File: src/hw/rtl/bautp_pkg.sv
// ============================================================================
// BLE advertising UUID/ticket parser package
// Shared constants and payload types for the parser core and its submodules.
// ============================================================================
package bautp_pkg;

    // Default sizes of the ticket store and of the advertising payload.
    localparam int TICKET_MAX_DEF = 32;
    localparam int ADV_MAX_DEF    = 31;

    // Width of a stored ticket length; covers the largest supported TICKET_MAX (64).
    localparam int TKT_LEN_W = 7;

    // AD structure types of interest.
    localparam logic [7:0] AD_TYPE_UUID128_PART  = 8'h06;
    localparam logic [7:0] AD_TYPE_UUID128_FULL  = 8'h07;
    localparam logic [7:0] AD_TYPE_MANUFACTURER  = 8'hFF;

    // A 128-bit UUID carries this many data bytes.
    localparam int UUID_DATA_BYTES = 16;

    // Configuration register indexes.
    localparam logic CFG_UUID_LO = 1'b0;
    localparam logic CFG_UUID_HI = 1'b1;

    // Result kinds.
    localparam logic KIND_TICKET  = 1'b0;
    localparam logic KIND_VERDICT = 1'b1;

    typedef struct packed {
        logic [7:0] adv_byte;
        logic [4:0] frame_len;
        logic       frame_end;
    } t_in_item;

    typedef struct packed {
        logic       item_kind;
        logic [7:0] ticket_char;
        logic [5:0] ticket_count;
        logic       match_found;
        logic       run_end;
    } t_out_item;

    // Summary of one parsed frame, handed from the parser to the drain side.
    typedef struct packed {
        logic                 match;
        logic [TKT_LEN_W-1:0] len;
    } t_frame_desc;

endpackage

File: src/hw/rtl/bautp_front.sv
// ============================================================================
// Parser front end
// Walks the length-type-data structures of a frame one byte per transfer,
// writes ticket bytes into the ticket store and emits a frame summary.
// ============================================================================
module bautp_front #(
    parameter int TICKET_MAX = bautp_pkg::TICKET_MAX_DEF,
    parameter int ADV_MAX    = bautp_pkg::ADV_MAX_DEF,
    parameter int AW         = 5
) (
    input  logic                   i_clk,
    input  logic                   i_rst_n,
    input  logic                   i_accept,
    input  bautp_pkg::t_in_item    i_item,
    input  logic                   i_cfg_we,
    input  logic                   i_cfg_idx,
    input  logic [63:0]            i_cfg_data,
    input  logic                   i_wbank,
    output logic                   o_wr_en,
    output logic [AW:0]            o_wr_addr,
    output logic [7:0]             o_wr_data,
    output logic                   o_desc_push,
    output bautp_pkg::t_frame_desc o_desc
);
    import bautp_pkg::*;

    localparam int BLW = $clog2(ADV_MAX + 1);
    localparam int LW  = $clog2(TICKET_MAX + 1);

    localparam logic [1:0] PH_LEN  = 2'd0;
    localparam logic [1:0] PH_TYPE = 2'd1;
    localparam logic [1:0] PH_DATA = 2'd2;
    localparam logic [1:0] PH_STOP = 2'd3;

    logic [63:0]    r_uuid_lo, r_uuid_hi;
    logic           r_in_frame, n_in_frame;
    logic [BLW-1:0] r_bl, n_bl;
    logic [1:0]     r_ph, n_ph;
    logic [7:0]     r_slen, n_slen;
    logic [7:0]     r_type, n_type;
    logic [4:0]     r_dp, n_dp;
    logic           r_eq, n_eq;
    logic           r_useen, n_useen;
    logic           r_tseen, n_tseen;
    logic [LW-1:0]  r_tlen, n_tlen;

    logic [8:0]     clamp_len;
    logic [BLW-1:0] cur_bl;
    logic [1:0]     cur_ph;
    logic           cur_useen, cur_tseen;
    logic [LW-1:0]  cur_tlen;
    logic [7:0]     b;
    logic [127:0]   uuid_all;
    logic [7:0]     uuid_b;
    logic           uuid_type;
    logic [4:0]     idx;
    logic [4:0]     dp1;
    logic           close_now;

    always_comb begin
        b         = i_item.adv_byte;
        uuid_all  = {r_uuid_hi, r_uuid_lo};
        uuid_b    = uuid_all[{r_dp[3:0], 3'b000} +: 8];
        uuid_type = (r_type == AD_TYPE_UUID128_PART) || (r_type == AD_TYPE_UUID128_FULL);
        idx       = r_dp - 5'd2;
        dp1       = r_dp + 5'd1;
        close_now = 1'b0;

        clamp_len = ({4'b0, i_item.frame_len} > 9'(ADV_MAX)) ? 9'(ADV_MAX)
                                                             : {4'b0, i_item.frame_len};
        // The first byte of a frame starts from a clean parse state.
        cur_bl    = r_in_frame ? r_bl : BLW'(clamp_len);
        cur_ph    = r_in_frame ? r_ph : PH_LEN;
        cur_useen = r_in_frame & r_useen;
        cur_tseen = r_in_frame & r_tseen;
        cur_tlen  = r_in_frame ? r_tlen : '0;

        n_in_frame = r_in_frame;
        n_bl       = r_bl;
        n_ph       = r_ph;
        n_slen     = r_slen;
        n_type     = r_type;
        n_dp       = r_dp;
        n_eq       = r_eq;
        n_useen    = r_useen;
        n_tseen    = r_tseen;
        n_tlen     = r_tlen;
        o_wr_en    = 1'b0;
        o_wr_addr  = {i_wbank, AW'(idx)};
        o_wr_data  = b;

        if (i_accept) begin
            n_in_frame = 1'b1;
            n_bl       = cur_bl;
            n_ph       = cur_ph;
            n_useen    = cur_useen;
            n_tseen    = cur_tseen;
            n_tlen     = cur_tlen;
            if ((cur_bl != '0) && (cur_ph != PH_STOP)) begin
                n_bl = cur_bl - BLW'(1);
                case (cur_ph)
                    PH_LEN: begin
                        if ((b == 8'd0) || (9'(n_bl) < {1'b0, b})) begin
                            n_ph = PH_STOP;
                        end else begin
                            n_slen = b;
                            n_ph   = PH_TYPE;
                        end
                    end
                    PH_TYPE: begin
                        n_type = b;
                        n_dp   = 5'd0;
                        n_eq   = 1'b1;
                        if (b == AD_TYPE_MANUFACTURER) begin
                            n_tseen = 1'b1;
                            n_tlen  = '0;
                        end
                        // A type-only structure cannot hold a full UUID.
                        n_ph = (r_slen == 8'd1) ? PH_LEN : PH_DATA;
                    end
                    PH_DATA: begin
                        if (uuid_type && (r_dp < 5'(UUID_DATA_BYTES)) && (b != uuid_b)) begin
                            n_eq = 1'b0;
                        end
                        // Ticket bytes follow the two-byte company ID.
                        if ((r_type == AD_TYPE_MANUFACTURER) && (r_dp >= 5'd2)
                            && (32'(idx) < TICKET_MAX)) begin
                            o_wr_en = 1'b1;
                            n_tlen  = LW'(32'(idx) + 1);
                        end
                        n_dp      = dp1;
                        close_now = (({4'b0, dp1} + 9'd1) == {1'b0, r_slen});
                        if (close_now) begin
                            if (uuid_type && (r_slen == 8'(UUID_DATA_BYTES + 1)) && n_eq) begin
                                n_useen = 1'b1;
                            end
                            n_ph = PH_LEN;
                        end
                    end
                    default: begin
                        n_ph = PH_STOP;
                    end
                endcase
            end
            if (i_item.frame_end) begin
                n_in_frame = 1'b0;
                n_bl       = '0;
                n_ph       = PH_LEN;
            end
        end

        o_desc_push = i_accept & i_item.frame_end;
        o_desc.match = n_useen & n_tseen;
        o_desc.len   = TKT_LEN_W'(n_tlen);
    end

    always_ff @(posedge i_clk) begin
        if (!i_rst_n) begin
            r_uuid_lo  <= '0;
            r_uuid_hi  <= '0;
            r_in_frame <= 1'b0;
            r_bl       <= '0;
            r_ph       <= PH_LEN;
            r_slen     <= '0;
            r_type     <= '0;
            r_dp       <= '0;
            r_eq       <= 1'b0;
            r_useen    <= 1'b0;
            r_tseen    <= 1'b0;
            r_tlen     <= '0;
        end else begin
            if (i_cfg_we) begin
                if (i_cfg_idx == CFG_UUID_LO) begin
                    r_uuid_lo <= i_cfg_data;
                end else begin
                    r_uuid_hi <= i_cfg_data;
                end
            end
            r_in_frame <= n_in_frame;
            r_bl       <= n_bl;
            r_ph       <= n_ph;
            r_slen     <= n_slen;
            r_type     <= n_type;
            r_dp       <= n_dp;
            r_eq       <= n_eq;
            r_useen    <= n_useen;
            r_tseen    <= n_tseen;
            r_tlen     <= n_tlen;
        end
    end

endmodule

File: src/hw/rtl/bautp_frameq.sv
// ============================================================================
// Frame summary queue
// Two slots, one per ticket store bank, between the parser and the drain side.
// ============================================================================
module bautp_frameq (
    input  logic                   i_clk,
    input  logic                   i_rst_n,
    input  logic                   i_push,
    input  bautp_pkg::t_frame_desc i_desc,
    input  logic                   i_pop,
    output logic                   o_full,
    output logic                   o_wbank,
    output logic                   o_head_valid,
    output logic                   o_rbank,
    output bautp_pkg::t_frame_desc o_head
);
    import bautp_pkg::*;

    logic [1:0]  r_slot_v;
    t_frame_desc r_slot [2];
    logic        r_wbank, r_rbank;

    // The parser owns bank r_wbank; it must wait while that bank still drains.
    assign o_full       = r_slot_v[r_wbank];
    assign o_wbank      = r_wbank;
    assign o_head_valid = r_slot_v[r_rbank];
    assign o_rbank      = r_rbank;
    assign o_head       = r_slot[r_rbank];

    always_ff @(posedge i_clk) begin
        if (i_push) begin
            r_slot[r_wbank] <= i_desc;
        end
    end

    always_ff @(posedge i_clk) begin
        if (!i_rst_n) begin
            r_slot_v <= '0;
            r_wbank  <= 1'b0;
            r_rbank  <= 1'b0;
        end else begin
            if (i_push) begin
                r_slot_v[r_wbank] <= 1'b1;
                r_wbank           <= ~r_wbank;
            end
            if (i_pop) begin
                r_slot_v[r_rbank] <= 1'b0;
                r_rbank           <= ~r_rbank;
            end
        end
    end

endmodule

File: src/hw/rtl/bautp_back.sv
// ============================================================================
// Result drain
// Holds the two-bank ticket store and streams each frame's ticket bytes and
// verdict through a read stage and an output register.
// ============================================================================
module bautp_back #(
    parameter int TICKET_MAX = bautp_pkg::TICKET_MAX_DEF,
    parameter int AW         = 5
) (
    input  logic                   i_clk,
    input  logic                   i_rst_n,
    input  logic                   i_wr_en,
    input  logic [AW:0]            i_wr_addr,
    input  logic [7:0]             i_wr_data,
    input  logic                   i_head_valid,
    input  logic                   i_rbank,
    input  bautp_pkg::t_frame_desc i_head,
    output logic                   o_desc_pop,
    input  logic                   i_pop,
    output logic                   o_empty,
    output bautp_pkg::t_out_item   o_item
);
    import bautp_pkg::*;

    localparam int LW = $clog2(TICKET_MAX + 1);

    logic [7:0]    r_mem [2 * (2 ** AW)];
    logic [LW-1:0] r_idx;
    logic          r_a_v, r_a_kind, r_a_match;
    logic [5:0]    r_a_cnt;
    logic [7:0]    r_rd_data;
    logic          r_b_v;
    t_out_item     r_b;

    logic b_adv, a_move, issue, is_ticket;

    always_comb begin
        b_adv      = !r_b_v || i_pop;
        a_move     = r_a_v && b_adv;
        issue      = i_head_valid && (!r_a_v || a_move);
        is_ticket  = TKT_LEN_W'(r_idx) < i_head.len;
        o_desc_pop = issue && !is_ticket;
    end

    assign o_empty = !r_b_v;
    assign o_item  = r_b;

    always_ff @(posedge i_clk) begin
        if (i_wr_en) begin
            r_mem[i_wr_addr] <= i_wr_data;
        end
        if (issue) begin
            r_rd_data <= r_mem[{i_rbank, AW'(r_idx)}];
            r_a_kind  <= is_ticket ? KIND_TICKET : KIND_VERDICT;
            r_a_cnt   <= 6'(i_head.len);
            r_a_match <= i_head.match;
        end
        if (a_move) begin
            r_b.item_kind    <= r_a_kind;
            r_b.ticket_char  <= (r_a_kind == KIND_TICKET) ? r_rd_data : 8'd0;
            r_b.ticket_count <= r_a_cnt;
            r_b.match_found  <= (r_a_kind == KIND_VERDICT) & r_a_match;
            r_b.run_end      <= (r_a_kind == KIND_VERDICT);
        end
    end

    always_ff @(posedge i_clk) begin
        if (!i_rst_n) begin
            r_idx <= '0;
            r_a_v <= 1'b0;
            r_b_v <= 1'b0;
        end else begin
            if (issue) begin
                r_idx <= is_ticket ? r_idx + LW'(1) : '0;
            end
            if (issue) begin
                r_a_v <= 1'b1;
            end else if (a_move) begin
                r_a_v <= 1'b0;
            end
            if (a_move) begin
                r_b_v <= 1'b1;
            end else if (i_pop) begin
                r_b_v <= 1'b0;
            end
        end
    end

endmodule

File: src/hw/rtl/ble_adv_uuid_ticket_parser_core.sv
// ============================================================================
// BLE advertising UUID/ticket parser core
// Parses advertising payloads as AD structures, checks for a target 128-bit
// UUID and extracts the manufacturer-data ticket, then reports per frame.
// ============================================================================
// Throughput: one payload byte per cycle; results drain at one per cycle while popped.
// Results: the first result of a frame passes the summary queue, the read stage
//   and the output register; a frame yields ticket_length + 1 results.
// Input stalls (full) only while both ticket store banks hold frames not yet drained.
// Reset: synchronous, active low; clears parse state, the summary queue and
//   the UUID registers. The ticket store is not cleared.
module ble_adv_uuid_ticket_parser_core #(
    parameter int TICKET_MAX = bautp_pkg::TICKET_MAX_DEF,
    parameter int ADV_MAX    = bautp_pkg::ADV_MAX_DEF
) (
    input  logic                 i_clk,
    input  logic                 i_rst_n,
    input  logic                 push,
    output logic                 full,
    input  bautp_pkg::t_in_item  i_in_item,
    output logic                 empty,
    input  logic                 pop,
    output bautp_pkg::t_out_item o_out_item,
    input  logic                 i_cfg_we,
    input  logic                 i_cfg_idx,
    input  logic [63:0]          i_cfg_data
);
    import bautp_pkg::*;

    // Address width of one ticket store bank; the bank select sits on top.
    localparam int AW = (TICKET_MAX > 1) ? $clog2(TICKET_MAX) : 1;

    logic        accept;
    logic        wbank, rbank;
    logic        wr_en;
    logic [AW:0] wr_addr;
    logic [7:0]  wr_data;
    logic        desc_push, desc_pop, head_valid;
    t_frame_desc desc, head;

    // A byte transfers whenever the parser's current bank is free.
    assign accept = push && !full;

    // The front end parses each byte in the cycle it transfers and, on the
    // last byte of a frame, pushes the frame summary (ticket length and
    // verdict) into the queue. Ticket bytes go straight into its bank.
    bautp_front #(
        .TICKET_MAX (TICKET_MAX),
        .ADV_MAX    (ADV_MAX),
        .AW         (AW)
    ) u_front (
        .i_clk       (i_clk),
        .i_rst_n     (i_rst_n),
        .i_accept    (accept),
        .i_item      (i_in_item),
        .i_cfg_we    (i_cfg_we),
        .i_cfg_idx   (i_cfg_idx),
        .i_cfg_data  (i_cfg_data),
        .i_wbank     (wbank),
        .o_wr_en     (wr_en),
        .o_wr_addr   (wr_addr),
        .o_wr_data   (wr_data),
        .o_desc_push (desc_push),
        .o_desc      (desc)
    );

    // Each queue slot pairs with one ticket store bank, so the next frame
    // can be parsed while the previous one is still draining.
    bautp_frameq u_frameq (
        .i_clk        (i_clk),
        .i_rst_n      (i_rst_n),
        .i_push       (desc_push),
        .i_desc       (desc),
        .i_pop        (desc_pop),
        .o_full       (full),
        .o_wbank      (wbank),
        .o_head_valid (head_valid),
        .o_rbank      (rbank),
        .o_head       (head)
    );

    // The back end reads the stored ticket bytes of the oldest frame, then
    // its verdict, and releases the slot once the verdict is issued.
    bautp_back #(
        .TICKET_MAX (TICKET_MAX),
        .AW         (AW)
    ) u_back (
        .i_clk        (i_clk),
        .i_rst_n      (i_rst_n),
        .i_wr_en      (wr_en),
        .i_wr_addr    (wr_addr),
        .i_wr_data    (wr_data),
        .i_head_valid (head_valid),
        .i_rbank      (rbank),
        .i_head       (head),
        .o_desc_pop   (desc_pop),
        .i_pop        (pop),
        .o_empty      (empty),
        .o_item       (o_out_item)
    );

endmodule
File: config.mk
export PLATFORM = sky130hd
export DESIGN_NAME = ble_adv_uuid_ticket_parser_core
export DESIGN_NICKNAME = d
export VERILOG_FILES = /design/src/hw/rtl/bautp_pkg.sv /design/src/hw/rtl/bautp_front.sv /design/src/hw/rtl/bautp_frameq.sv /design/src/hw/rtl/bautp_back.sv /design/src/hw/rtl/ble_adv_uuid_ticket_parser_core.sv
export SDC_FILE = /design/constraint.sdc
export NUM_CORES = 1
export LEC_CHECK = 0
export ABC_AREA = 1
export BUFFER_PORTS_ARGS = -buffer_cell sky130_fd_sc_hd__buf_2
export CAP_MARGIN = 20
export CORE_ASPECT_RATIO = 0.9
export CORE_MARGIN = 4
export CORE_UTILIZATION = 25
export CTS_BUF_LIST = sky130_fd_sc_hd__clkbuf_16
export DETAILED_ROUTE_END_ITERATION = 6
export PLACE_DENSITY = 0.49
export SYNTH_ARGS = -nofsm -noshare
export SYNTH_HDL_FRONTEND = slang
export SYNTH_HIERARCHICAL = 1
export SYNTH_SLANG_ARGS = --single-unit
File: constraint.sdc
create_clock -name i_clk -period 4.4 [get_ports i_clk]
set_clock_uncertainty 0.1 [all_clocks]
set_input_delay 0.22 -clock i_clk [delete_from_list [all_inputs] [get_ports i_clk]]
set_output_delay 0.22 -clock i_clk [all_outputs]
set_load 0.05 [all_outputs]
After elaboration in Yosys (flattened, before gate mapping)
Memory sizes are Yosys's and may differ from the RTL's. A register that Yosys moved wholly into a read port is not among the register bits.
Index checks and enable logic that the tools add are counted.
{"block": "totals", "inputBits": 84, "ram_bits": 526, "out_inout_bits": 19, "mem_count": 2, "elab_cells": 155, "reg_bits": 202}
{"block": "classes", "mux": 59, "order_cmp": 8, "addsub": 6, "n_reduce_logical": 31, "n_shift": 1, "n_eq_ne": 11, "bitwise": 12}
{"memory": "u_back.r_mem", "depth": 64, "width": 8, "read_ports": 1, "rd_ports_with_merged_regs": 1, "write_ports": 1, "line": "bautp_back.sv:27", "source": "logic [7:0] r_mem [2 * (2 ** AW)];"}
{"memory": "u_frameq.r_slot", "depth": 2, "width": 7, "read_ports": 1, "rd_ports_with_merged_regs": 1, "write_ports": 1, "line": "bautp_frameq.sv:20", "source": "t_frame_desc r_slot [2];"}
{"cell": "$shiftx 128x8->8", "count": 1}
{"cell": "$mux 6", "count": 6}
{"cell": "$mux 1", "count": 35}
{"cell": "$mux 2", "count": 9}
{"cell": "$eq 8x3->1 const B", "count": 2}
{"cell": "$eq 8x8->1 const B", "count": 2}
{"cell": "$mux 5", "count": 3}
{"cell": "$add 5x1->6 const B", "count": 2}
{"cell": "$logic_and 1x1->1", "count": 12}
{"cell": "$pmux 6 s2", "count": 1}
{"cell": "$pmux 5 s2", "count": 1}
{"cell": "$eq 9x8->1", "count": 1}
{"cell": "$eq 8x1->1 const B", "count": 1}
{"cell": "$eq 8x5->1 const B", "count": 1}
{"cell": "$logic_not 8->1", "count": 1}
{"cell": "$lt 5x8->1", "count": 1}
{"cell": "$ne 8x8->1", "count": 1}
{"cell": "$lt 6x7->1", "count": 1}
{"cell": "$add 6x1->6 const B", "count": 1}
{"cell": "$pmux 2 s3", "count": 1}
{"cell": "$reduce_and 3->1", "count": 2}
{"cell": "$reduce_bool 2->1", "count": 3}
{"cell": "$add 5x1->5 const B", "count": 1}
{"cell": "$and 1x1->1", "count": 5}
{"cell": "21 further kinds", "count": 34}

Logic depth before layout (Yosys ltp)
{"block": "depth", "depth_word": 15, "ltp_mapped": 17, "ltp_nobuf": 17}

Cells and area by module
The synthesis kept the hierarchy.
{"mod": "bautp_back", "area_per_inst_um2": 23078.4, "seq_area_each_um2": 16495.8, "cells_per_inst": 2104, "n_inst": 1}
{"mod": "bautp_front", "area_per_inst_um2": 8309.2, "seq_area_each_um2": 3323.2, "cells_per_inst": 1236, "n_inst": 1}
{"mod": "bautp_frameq", "area_per_inst_um2": 787.0, "seq_area_each_um2": 580.6, "cells_per_inst": 70, "n_inst": 1}
{"mod": "ble_adv_uuid_ticket_parser_core", "area_per_inst_um2": 10.0, "seq_area_each_um2": 0.0, "cells_per_inst": 2, "n_inst": 1}

Least setup slack after synthesis
Ideal clock, no wire load.
{"block": "synth_path", "path_kind": "reg-to-reg", "start": "register u_frameq.r_wbank, in the netlist u_frameq/o_wbank", "end": "memory u_back.r_mem[48][0] (enable)", "synth_period_minus_slack_ps": 3749, "setup_slack_ps": 651, "path_buffers": 1, "required_time_ps": 3905, "setup_ps": 395, "arrival_ps": 3254, "stages_incl_launch_ff": 10, "cell_sequence": "dfxtp_1 o21ai_0 nor2_2 clkinv_1 nor2_2 inv_2 nor3_1 clkbuf_1 nand4_1 nor4_1"}
{"block": "synth_between", "elab_chain_len": 7}
{"element": "start: declaration", "line": "bautp_frameq.sv:21", "source": "logic r_wbank, r_rbank;"}
{"element": "start signal: assignment", "line": "bautp_frameq.sv:44", "source": "r_wbank <= ~r_wbank;"}
{"element": "$mux 1 (not written as such) (2 in a row)", "line": "bautp_frameq.sv:24", "source": "assign o_full = r_slot_v[r_wbank];"}
{"element": "named net full", "line": "ble_adv_uuid_ticket_parser_core.sv:19", "source": "output logic full,"}
{"element": "$logic_not 1->1", "line": "ble_adv_uuid_ticket_parser_core.sv:42", "source": "assign accept = push && !full;"}
{"element": "$logic_and 1x1->1", "line": "ble_adv_uuid_ticket_parser_core.sv:42"}
{"element": "named net accept", "line": "ble_adv_uuid_ticket_parser_core.sv:33", "source": "logic accept;"}
{"element": "$mux 1", "line": "bautp_front.sv:92", "source": "if (i_accept) begin"}
{"element": "named net wr_en", "line": "ble_adv_uuid_ticket_parser_core.sv:35", "source": "logic wr_en;"}
{"element": "$mux 1", "line": "bautp_back.sv:49", "source": "if (i_wr_en) begin"}
{"element": "$mux 1 (not written as such)", "line": "bautp_back.sv:50", "source": "r_mem[i_wr_addr] <= i_wr_data;"}
{"element": "end: declaration", "line": "bautp_back.sv:27"}
The timed path passes the listed nets, and every way through them passes these cells. The select of a mux whose other input is x is not followed.

Final worst setup path
{"block": "layout_path", "start": "register u_frameq.r_wbank, in the netlist u_frameq/o_wbank", "end": "memory u_back.r_mem[5][4] (enable)"}
{"block": "layout_between", "elab_chain_len": 7}
{"element": "$mux 1 (not written as such) (2 in a row)", "line": "bautp_frameq.sv:24"}
{"element": "$logic_not 1->1", "line": "ble_adv_uuid_ticket_parser_core.sv:42"}
{"element": "$logic_and 1x1->1", "line": "ble_adv_uuid_ticket_parser_core.sv:42"}
{"element": "named net accept", "line": "ble_adv_uuid_ticket_parser_core.sv:33"}
{"element": "$mux 1", "line": "bautp_front.sv:92"}
{"element": "named net wr_en", "line": "ble_adv_uuid_ticket_parser_core.sv:35"}
{"element": "$mux 1", "line": "bautp_back.sv:49"}
{"element": "$mux 1 (not written as such)", "line": "bautp_back.sv:50"}
The timed path passes the listed nets, and every way through them passes these cells. The select of a mux whose other input is x is not followed.

==> metrics.md <==
| Metric | Value |
|---|---|
| Critical Path RT | `around 4.6 ns` |
| Remaining Overflow, GRT | `0` |
| Diode count | `0` |
| Ratio of routed vias to standard cells | `approximately 4.5` |
| Maximum fanout count along the critical path | `17` |
| Number of levels the H-tree was split into | `3` |
| Sequential cell area fraction in the yosys report | `63.4%` |
| Syn_nets | `3519` |
| Number of distinct library cells after synthesis | `38` |
| Area of the die | `135000 um^2` |
| Run status | `finished clean` |
| Library cell contributing the largest single delay on the critical path | `nor2_1` |
| DR DRC count | `0` |
| Vias after detailed routing | `around 24000` |
| Worst setup margin | `around 0.63 ns` |
| Vert. Die Dim | `approximately 350 um` |
| Flop and latch count out of synthesis | `about 740` |
| Fillers | `about 13000` |
| IO Count | `roughly 100` |
| Crit path largest cell delay | `between 0.5 and 0.6 ns` |
| Post-CTS Setup Bufs | `0` |
| Total setup violations reported at the end of the flow | `0` |
| Number of placement rows | `approximately 120` |
| Cell area after synthesis | `32200 um^2` |
| Worst slew slack as a fraction of its limit | `approximately a quarter` |
| Post-Route WL | `approximately 95000 um` |
| Worst Setup Slack post-DPL | `roughly 0.67 ns` |
| Max-slew violation total from the final report | `0` |
| Element type at the critical path end | `flip-flop` |
| Vias in the first global route | `~23000` |
| DR WL/cell | `about 18 um` |
| Startpoint class of the critical path | `flip-flop` |
| Largest net degree at the start of global routing | `198` |
| Number of warnings printed during yosys synthesis | `6` |
| Post-layout net count | `3658` |
| Arrival time at the worst endpoint | `between 3 and 4 ns` |
| Cell Chain, Critical Path | `o21ai_0 -> nor2_2 -> clkinv_1 -> buf_4 -> nor2_2 -> inv_2 -> nor3_1 -> buf_4 -> nand4_1 -> buf_4 -> nor2_1` |
| Worst min-delay path class | `primary input to flip-flop` |
| Quantity of gates resized following cts | `0` |
| Post-route fraction of the period consumed by the critical path | `a little under nine tenths` |
| Unrepaired setup endpoints after global routing | `no` |
| Total power per unit cell area | `410 nW/um^2` |
| Placed wire-length estimate | `between 50000 and 60000 um` |
| X dimension of the die | `just under 400 um` |
| Clock-pin slew of the registers on the worst-case setup and hold paths | `roughly 0.060 ns` |
| Total of max-cap violations | `0` |
| Count of buffering cells on the critical path with inverters included | `5` |
| Top library cells by usage in the layout, fill and taps aside | `914 x nand2_1, 560 x edfxtp_1, 383 x nand3_1, 368 x inv_1, 314 x nor2_1` |
| Count of antenna-violating nets left after detailed routing | `0` |
| Number of antenna violations at the first check in global routing | `1` |
| Highest Clock Rate | `265 MHz` |
| Starting Density | `25.3%` |
| Detailed-router iteration count before antenna repair | `5` |
| Post-Syn Instances | `about 3400` |
| Area growth from synthesis to layout | `18.0%` |
| CTS root buf | `clkbuf_16` |
| Cell with the most instances on the worst path | `buf_4` |
| Global-route wire length before repair | `approximately 140000 um` |
| Slew at the pin with the worst max-slew slack | `approximately 1.1 ns` |
| Most common cell after layout, fill and taps aside | `nand2_1` |
| Max VDD drop | `0.000270 V` |
| Syn avg cell area | `~9.4 um^2` |
| Standby leakage power | `approximately 15 nW` |
| Total routing usage reported by global routing | `~14%` |
| CTS tree | `yes` |
| Fraction of final layout cells sized beyond drive strength 1 | `under 10%` |
| Number of buffers created by CTS | `83` |
| Insertion delay to the later sink of the worst-skew pair | `roughly 0.65 ns` |
| Setup TNS Final | `0 ns` |
| Count of port buffers added during placement | `102` |
| Final critical-path required period | `about 3.8 ns` |
| Core region area | `approximately 130000 um^2` |
| Maximum count of clock buffers along a single path | `3` |
| Weighted congestion reported at the end of routability-driven placement | `around 0.84` |
| Initial detailed-routing violation count | `1975` |
| Number of hold violations in the final report | `0` |
| Clock sink total | `739` |
| Count of hold-fix buffers inserted at cts | `86` |
| Type of the setup path with the least slack | `flip-flop to flip-flop` |
| Cell family contributing the most delay on the critical path | `simple AND/OR/NAND/NOR gates` |
## stage by stage
| stage | utilization, % | std cells | area, um^2 | hold WS [ns] | power (W) |
|---|---|---|---|---|---|
| after floorplan | - | 3412 | 32200 | 0.243 | 0.00851 |
| after global placement | 27.0 | 5079 | 34400 | 0.306 | 0.00892 |
| after detailed placement | 27.1 | 5081 | 34500 | 0.314 | 0.00892 |
| after CTS | 29.8 | 5321 | 38000 | 0.00276 | 0.0157 |
| after global routing | 29.8 | 5321 | 38000 | 0.0480 | 0.0162 |
| final | 29.8 | 5321 | 38000 | 0.0379 | 0.0156 |
## cells in the mapped netlist, drive strengths merged
cell type  number  area (um^2)
o22ai           1         6.26
buf           118          674
nor3            5         25.0
a21oi         153          766
conb            1         3.75
a22oi           1         7.51
dfxtp         179         3580
xor2           11         96.3
a211oi          7         52.6
clkinv          3         11.3
edfxtp        560        16800
nor2          320         1220
nand4          15         93.8
nand3         384         1930
mux2i           1         10.0
ha             23          288
o21ai         225         1130
nand2         916         3440
nor4           13         81.3
or2             2         12.5
clkbuf         83          313
xnor2           3         26.3
nand3b          1         7.51
inv           352         1320
o211ai         33          253
a21boi          2         15.0
## report_power, final
group          leakage (nW)  internal (W)  switching (W)
clock                  1.39       0.00378        0.00295
sequential             6.52       0.00761      0.0000539
combinational          6.75      0.000339       0.000824
## worst paths after layout
path / startpoint / endpoint / cells after the start / slack (ns)
setup reg to reg: u_frameq/o_wbank$_SDFFE_PN0P_ / u_back/r_mem[5][4]$_DFFE_PP_ / 11 / 0.63
hold reg to reg: u_back/r_a_cnt[4]$_DFFE_PP_ / u_back/o_item[6]$_DFFE_PP_ / 0 / 0.32
hold / removal: i_cfg_we / u_front/r_uuid_hi[5]$_SDFFE_PN0P_ / 5 / 0.04
setup / recovery: u_frameq/o_wbank$_SDFFE_PN0P_ / u_back/r_mem[5][4]$_DFFE_PP_ / 11 / 0.63
## cell type report
class / count / area [um^2] / area share, %
clock buffers: 83 / 2080 / 5.47
well taps: 1701 / 2130 / 5.60
inverters: 355 / 1340 / 3.52
clock inverters: 71 / 584 / 1.54
multi-input cells: 2117 / 9480 / 25.0
flip-flops and latches: 739 / 20400 / 53.7
repair buffers: 255 / 1970 / 5.18
## state kept, by name, indices dropped and copies added, names as in the netlist, 2 cells and up, named ones only
register	flops
u_frameq/r_slot	16
u_front/r_tlen	6
u_back/r_a_cnt	6
u_front/r_uuid_hi	64
u_front/r_dp	5
u_back/o_item	16
u_front/r_slen	8
u_front/r_uuid_lo	64
u_frameq/r_slot_v	2
u_front/r_ph	2
u_back/r_mem	512
u_back/r_rd_data	8
u_front/r_bl	5
u_back/r_idx	6
u_front/r_type	8
## logic make-up (layout without fill, tap and decap cells)
family	count (synthesis)	count (layout)	share of synthesized area [%]
buf+inv	556	764	7.21
flops	739	739	63.4
fa+ha+maj	23	23	0.894
simple gates	1656	1656	21.2
mux	1	1	0.0311
xor+xnor	14	14	0.381
other cells	1	1	0.0117
compound gates	422	422	6.93
## metal layers
layer | GRT usage, % | vias up | share of wire, %
met1 | 19.7 | 11400 | 47
met5 | 0 | - | 0
met4 | 3.72 | 0 | 2.3
li1 | - | 11600 | -
met3 | 2.66 | 128 | 6.3
met2 | 21.5 | 657 | 45
## worst register-to-register path: cells and delay by family, from the launching register on
family	cells	cell delay, ns
AOI/OAI and AO/OA	1	0.23
and+or+nand+nor	5	1.60
DFF	1	0.54
buffers and inverters	5	0.89
Power figures use the tool's default switching activity.
